`src/design/stkf_pkg.sv`:
```
// Package for the strong-tracking Kalman smoother: widths, fixed-point constants,
// register codes, the shared arithmetic unit's control structs and a saturating add.
// No dependencies.
`timescale 1ns / 1ps

package stkf_pkg;

  localparam int FRAC_BITS  = 16;
  localparam int SMP_W      = 24;
  localparam int EST_W      = SMP_W + FRAC_BITS;   // 40
  localparam int INN_W      = EST_W + 2;           // innovation and its mean, with margin
  localparam int VAR_W      = 64;
  localparam int GAIN_W     = 17;
  localparam int FAD_W      = 20;
  localparam int CNT_W      = 5;
  localparam int WARMUP     = 30;
  localparam int OPA_W      = VAR_W + FRAC_BITS;   // dividend width
  localparam int DIV_Q_BITS = 22;                  // every quotient here stays below 2^22
  localparam int MUL_STEPS  = 4;                   // 32x32 partial products

  localparam logic [GAIN_W-1:0] ONE      = GAIN_W'(1 << FRAC_BITS);
  localparam logic [GAIN_W-1:0] C_015    = GAIN_W'(((15 << FRAC_BITS) + 50) / 100);
  localparam logic [GAIN_W-1:0] C_008    = GAIN_W'(((8 << FRAC_BITS) + 50) / 100);
  localparam logic [GAIN_W-1:0] C_002    = GAIN_W'(((2 << FRAC_BITS) + 50) / 100);
  localparam logic [GAIN_W-1:0] C_080    = GAIN_W'(((8 << FRAC_BITS) + 5) / 10);
  localparam logic [GAIN_W-1:0] C_120    = GAIN_W'(((12 << FRAC_BITS) + 5) / 10);
  localparam logic [GAIN_W-1:0] C_090    = GAIN_W'(((9 << FRAC_BITS) + 5) / 10);
  localparam logic [FAD_W-1:0]  LAM_MAX  = FAD_W'(10 << FRAC_BITS);
  localparam logic [23:0]       WG_NUM   = 24'(120 << FRAC_BITS);   // 2 * 60 * ONE
  localparam logic [8:0]        WG_BASE  = 9'd100;

  localparam logic [16:0] QN_DEF   = 17'(((1 << FRAC_BITS) + 50) / 100);
  localparam logic [19:0] RN_DEF   = 20'(1 << FRAC_BITS);
  localparam logic [19:0] RN_MAX   = 20'(10 << FRAC_BITS);
  localparam logic [16:0] RHO_DEF  = 17'(((95 << FRAC_BITS) + 50) / 100);
  localparam logic [23:0] BETA_DEF = 24'(2 << FRAC_BITS);
  localparam logic [23:0] THR_DEF  = 24'(3 << FRAC_BITS);

  typedef enum logic [2:0] {
    CFG_PROCESS_NOISE     = 3'd0,
    CFG_MEASUREMENT_NOISE = 3'd1,
    CFG_FORGETTING_FACTOR = 3'd2,
    CFG_WEAKENING_FACTOR  = 3'd3,
    CFG_TRACK_THRESHOLD   = 3'd4
  } cfg_reg_e;

  typedef struct packed {
    logic start;
    logic is_div;
  } alu_req_t;

  typedef struct packed {
    logic             done;
    logic [VAR_W-1:0] result;
  } alu_rsp_t;

  function automatic logic [VAR_W-1:0] sat_add(input logic [VAR_W-1:0] a,
                                               input logic [VAR_W-1:0] b);
    logic [VAR_W:0] s;
    s = {1'b0, a} + {1'b0, b};
    return s[VAR_W] ? '1 : s[VAR_W-1:0];
  endfunction

endpackage

```
`src/design/stkf_alu.sv`:
```
// Shared arithmetic unit: truncating Q.16 multiply with saturation built from
// 32x32 partial products, and a restoring divider producing one quotient bit a cycle.
// Depends on stkf_pkg.
`timescale 1ns / 1ps

module stkf_alu (
  input  logic                         clk_i,
  input  logic                         rst_ni,
  input  stkf_pkg::alu_req_t           req_i,
  input  logic [stkf_pkg::OPA_W-1:0]   opa_i,
  input  logic [stkf_pkg::VAR_W-1:0]   opb_i,
  output stkf_pkg::alu_rsp_t           rsp_o
);
  import stkf_pkg::*;

  typedef enum logic [1:0] {A_IDLE, A_MUL, A_DIV, A_DONE} alu_state_e;

  alu_state_e              state_q;
  logic [CNT_W-1:0]        step_q;
  logic                    div_q;
  logic [OPA_W-1:0]        a_q;
  logic [VAR_W-1:0]        b_q;
  logic [2*VAR_W-1:0]      acc_q;
  logic [VAR_W-1:0]        rem_q;
  logic [DIV_Q_BITS-1:0]   quo_q;

  logic [31:0]             a_part, b_part;
  logic [VAR_W-1:0]        pp;
  logic [2*VAR_W-1:0]      pp_sh;
  logic [VAR_W:0]          trial, trial_sub;
  logic                    trial_ge;

  always_comb begin
    a_part = step_q[1] ? a_q[63:32] : a_q[31:0];
    b_part = step_q[0] ? b_q[63:32] : b_q[31:0];
    pp     = a_part * b_part;
    case ({1'b0, step_q[1]} + {1'b0, step_q[0]})
      2'd0:    pp_sh = {64'd0, pp};
      2'd1:    pp_sh = {32'd0, pp, 32'd0};
      default: pp_sh = {pp, 64'd0};
    endcase
    trial     = {rem_q, a_q[OPA_W-1]};
    trial_ge  = trial >= {1'b0, b_q};
    trial_sub = trial - {1'b0, b_q};
  end

  assign rsp_o.done   = (state_q == A_DONE);
  assign rsp_o.result = div_q ? VAR_W'(quo_q)
                      : (|acc_q[2*VAR_W-1:VAR_W+FRAC_BITS]) ? '1
                      : acc_q[VAR_W+FRAC_BITS-1:FRAC_BITS];

  always_ff @(posedge clk_i or negedge rst_ni) begin
    if (!rst_ni) begin
      state_q <= A_IDLE;
      step_q  <= '0;
    end else begin
      case (state_q)
        A_IDLE: begin
          if (req_i.start) begin
            div_q  <= req_i.is_div;
            step_q <= '0;
            b_q    <= opb_i;
            if (req_i.is_div) begin
              rem_q   <= VAR_W'(opa_i[OPA_W-1:DIV_Q_BITS]);
              a_q     <= {opa_i[DIV_Q_BITS-1:0], (OPA_W-DIV_Q_BITS)'(0)};
              quo_q   <= '0;
              state_q <= A_DIV;
            end else begin
              a_q     <= opa_i;
              acc_q   <= '0;
              state_q <= A_MUL;
            end
          end
        end
        A_MUL: begin
          acc_q  <= acc_q + pp_sh;
          step_q <= step_q + 1'b1;
          if (step_q == CNT_W'(MUL_STEPS - 1)) state_q <= A_DONE;
        end
        A_DIV: begin
          a_q    <= a_q << 1;
          step_q <= step_q + 1'b1;
          if (trial_ge) begin
            rem_q <= trial_sub[VAR_W-1:0];
            quo_q <= {quo_q[DIV_Q_BITS-2:0], 1'b1};
          end else begin
            rem_q <= trial[VAR_W-1:0];
            quo_q <= {quo_q[DIV_Q_BITS-2:0], 1'b0};
          end
          if (step_q == CNT_W'(DIV_Q_BITS - 1)) state_q <= A_DONE;
        end
        default: state_q <= A_IDLE;
      endcase
    end
  end

endmodule

```
`config.mk`:
```
export PLATFORM = sky130hd
export DESIGN_NAME = stkf_alu
export DESIGN_NICKNAME = d
export VERILOG_FILES = /design/src/design/stkf_pkg.sv /design/src/design/stkf_alu.sv
export SDC_FILE = /design/constraint.sdc
export NUM_CORES = 2
export LEC_CHECK = 0
export ABC_AREA = 1
export ABC_CLOCK_PERIOD_IN_PS = 23600
export BUFFER_PORTS_ARGS = -buffer_cell sky130_fd_sc_hd__buf_4
export CAP_MARGIN = 20
export CORE_MARGIN = 2
export CORE_UTILIZATION = 55
export DETAILED_ROUTE_END_ITERATION = 10
export HOLD_SLACK_MARGIN = 0.1
export PLACE_DENSITY_LB_ADDON = 0.1
export SYNTH_ARGS = -nofsm -noshare
export SYNTH_HDL_FRONTEND = slang
export SYNTH_SLANG_ARGS = --single-unit
```
`constraint.sdc`:
```
create_clock -name clk_i -period 23.6 [get_ports clk_i]
set_input_delay 5.9 -clock clk_i [delete_from_list [all_inputs] [get_ports clk_i]]
set_output_delay 5.9 -clock clk_i [all_outputs]
set_load 0.02 [all_outputs]
```
==> metrics <==
wire length of the first global-routing pass about 430000 µm; fmax 73.55 MHz; critical path endpoint category flip-flop; register area share after synthesis 0.1682; MaxCap Viol Count 0; CP arrival 14.00 ns; post-cts hold buffer count 0; Vias 66.23k; Mapped Cells 8915; largest cells by area after synthesis fa_1 (28%), edfxtp_1 (17%), nand2_1 (10%); reg2reg start step_q[0]; setup bufs post-CTS 0; nets@finish around 11k; die span in x 348.2 µm; Async S/R FF share, synth 0.01913; number of antenna-violating nets in the routed design 0; fillers about 11k; Die Area between 0.1 and 0.15 mm²; YS warnings 0; crit-path max FO 68; most frequent CP cell fa_1; sum of negative setup slack 0 ns; Num CTS Buffers 45; Slew Limit Fails 0; Starting Density 0.5532; placed inst area a little under 0.07 mm²; Overall Global Routing Usage 0.4973; Post-Syn Nets 10.42k; Resized cells post-CTS 0; CTS tree yes; number of global-route vias before repair 64.88k; minimum clock period 13.60 ns; relative slew slack 0.1786; period utilization 0.5761; area of the multi-input gates ~0.047 mm²; Final Hold Viols 0; fraction of layout cells with a size suffix above 1 0.05554; type of origin of the critical path flip-flop; Post-synth EDFFs 359; slowest cell on the critical path fa_1; final instance area between 0.07 and 0.08 mm²; initial antenna violation count 32; dpl hpwl 241800 µm; post-synthesis average cell area 7.308 µm²; Area Growth Syn to Fin 7.904%; worst setup path class flip-flop to flip-flop; RSZ-0062 raised after global routing no; max incr delay on CP 1.12 ns; largest net degree at the start of global routing 91; Rows 126; Die Y 348.2 µm; Crit. Startpoint step_q[0]; ys flop type edfxtp_1; Mapped Area roughly 0.065 mm²; worst min-delay path class flip-flop to flip-flop; most common cell after layout, fill and taps aside nand2_1; DR DRC count 0; clk sinks 366; Overflow after GRT 0; run status finished, final reports clean; critical path required time 24.00 ns; Setup-failing EPs final 0; worst setup path endpoint acc_q[123]; deepest clock path buffer count 3; I/O Pins 213; Core Region 0.1178 mm²; worst slew pin tran about 1.2 ns; count of cell types in the netlist 51; depth of the worst register-to-register path 35; register area 0.01096 mm²; GPL Wtd Cong 1.129; Clock transition at path regs 0.07 ns; I/O Buffers 212; First-pass DRT Iterations 10; Iter 0 DRT Violations 10.09k; post-synth top area share 0.2759; root buf cell clkbuf_16; Vias/cell 6.247; Clk Latency, worst-skew pair 0.65 ns; r2r endpoint acc_q[123]; worst reg2reg setup slack 10.00 ns; Clock Skews about 0.037 ns; cell taking the most area after synthesis fa_1; Post-Route WL 303200 µm; H-tree Lvls 2; commonest non-fill, non-tap cells in the layout nand2_1 (1797), inv_1 (1710), nor2_1 (1455); DR WL/cell around 29 µm; flops & latches, synth 366
[cell type report]
type | count | area share
Clock buffer | 50 | 0.01628
Clock inverter | 34 | 0.005517
Multi-Input combinational cell | 6527 | 0.6657
Timing Repair Buffer | 325 | 0.03527
Tap cell | 1536 | 0.02734
Antenna cell | 9 | 0.0003204
Sequential cell | 366 | 0.1559
Inverter | 1755 | 0.09372
[critical path, delay by kind of cell (launching register included)]
kind / cells / cell delay [ns]
xor+xnor: 1 / 0.95
simple gates: 9 / 1.39
fa+ha+maj: 10 / 5.34
buf+inv: 4 / 2.05
flops: 1 / 0.34
compound gates: 11 / 3.14
[per-layer routing]
metal,global-route usage,routed length [µm]
met1,0.6204,106600
met2,0.6882,119800
met3,0.2373,51600
met4,0.3138,24970
met5,0,232
[worst min path at each step]
stage | start | to | slack, ns | depth (start not counted)
after floorplan | quo_q[9] | quo_q[10] | 0.50 | 2
after global placement | quo_q[1] | quo_q[2] | 0.50 | 2
after detailed placement | quo_q[1] | quo_q[2] | 0.51 | 2
after CTS | quo_q[1] | quo_q[2] | 0.53 | 2
after global routing | quo_q[1] | quo_q[2] | 0.55 | 2
final | quo_q[1] | quo_q[2] | 0.54 | 2
[stage by stage]
step	util	setup slack (ns)	std cells	hold WS (ns)
global route	0.5968	10.01	10590	0.5538
CTS	0.5962	11.11	10590	0.5281
global placement	0.5832	11.09	10510	0.5043
detailed placement	0.5832	11.16	10510	0.5138
finish	0.5970	10.00	10600	0.5369
floorplan	-	7.106	8915	0.5011
[cells in the mapped netlist, drive strengths merged, types with 31 or more instances]
master  count
ha        461
inv      1721
edfxtp    359
o21bai     38
xnor2      55
nor3       61
buf        34
clkinv     34
o21ai     556
clkbuf    233
nor4       31
nor2     1464
o22ai      57
nand3     309
o21a       37
fa        898
a21oi     619
nand2    1805
[logic make-up after synthesis]
group	after synthesis	share of synthesized area
flip-flops	366	0.1682
adder cells (fa/ha/maj)	1359	0.3645
XOR/XNOR	81	0.01089
AND/OR/NAND/NOR	3731	0.2285
AO/OA/AOI/OAI	1356	0.1105
buffers and inverters	2022	0.1175
[registers in the layout, indices dropped and copies added, names as in the netlist]
register	count
state_q	2
a_q	80
b_q	64
quo_q	22
div_q	1
acc_q	128
rem_q	64
step_q	5
Power is not shown: default switching activity piles up to over one toggle a cycle in this logic, so the estimate is an artifact.
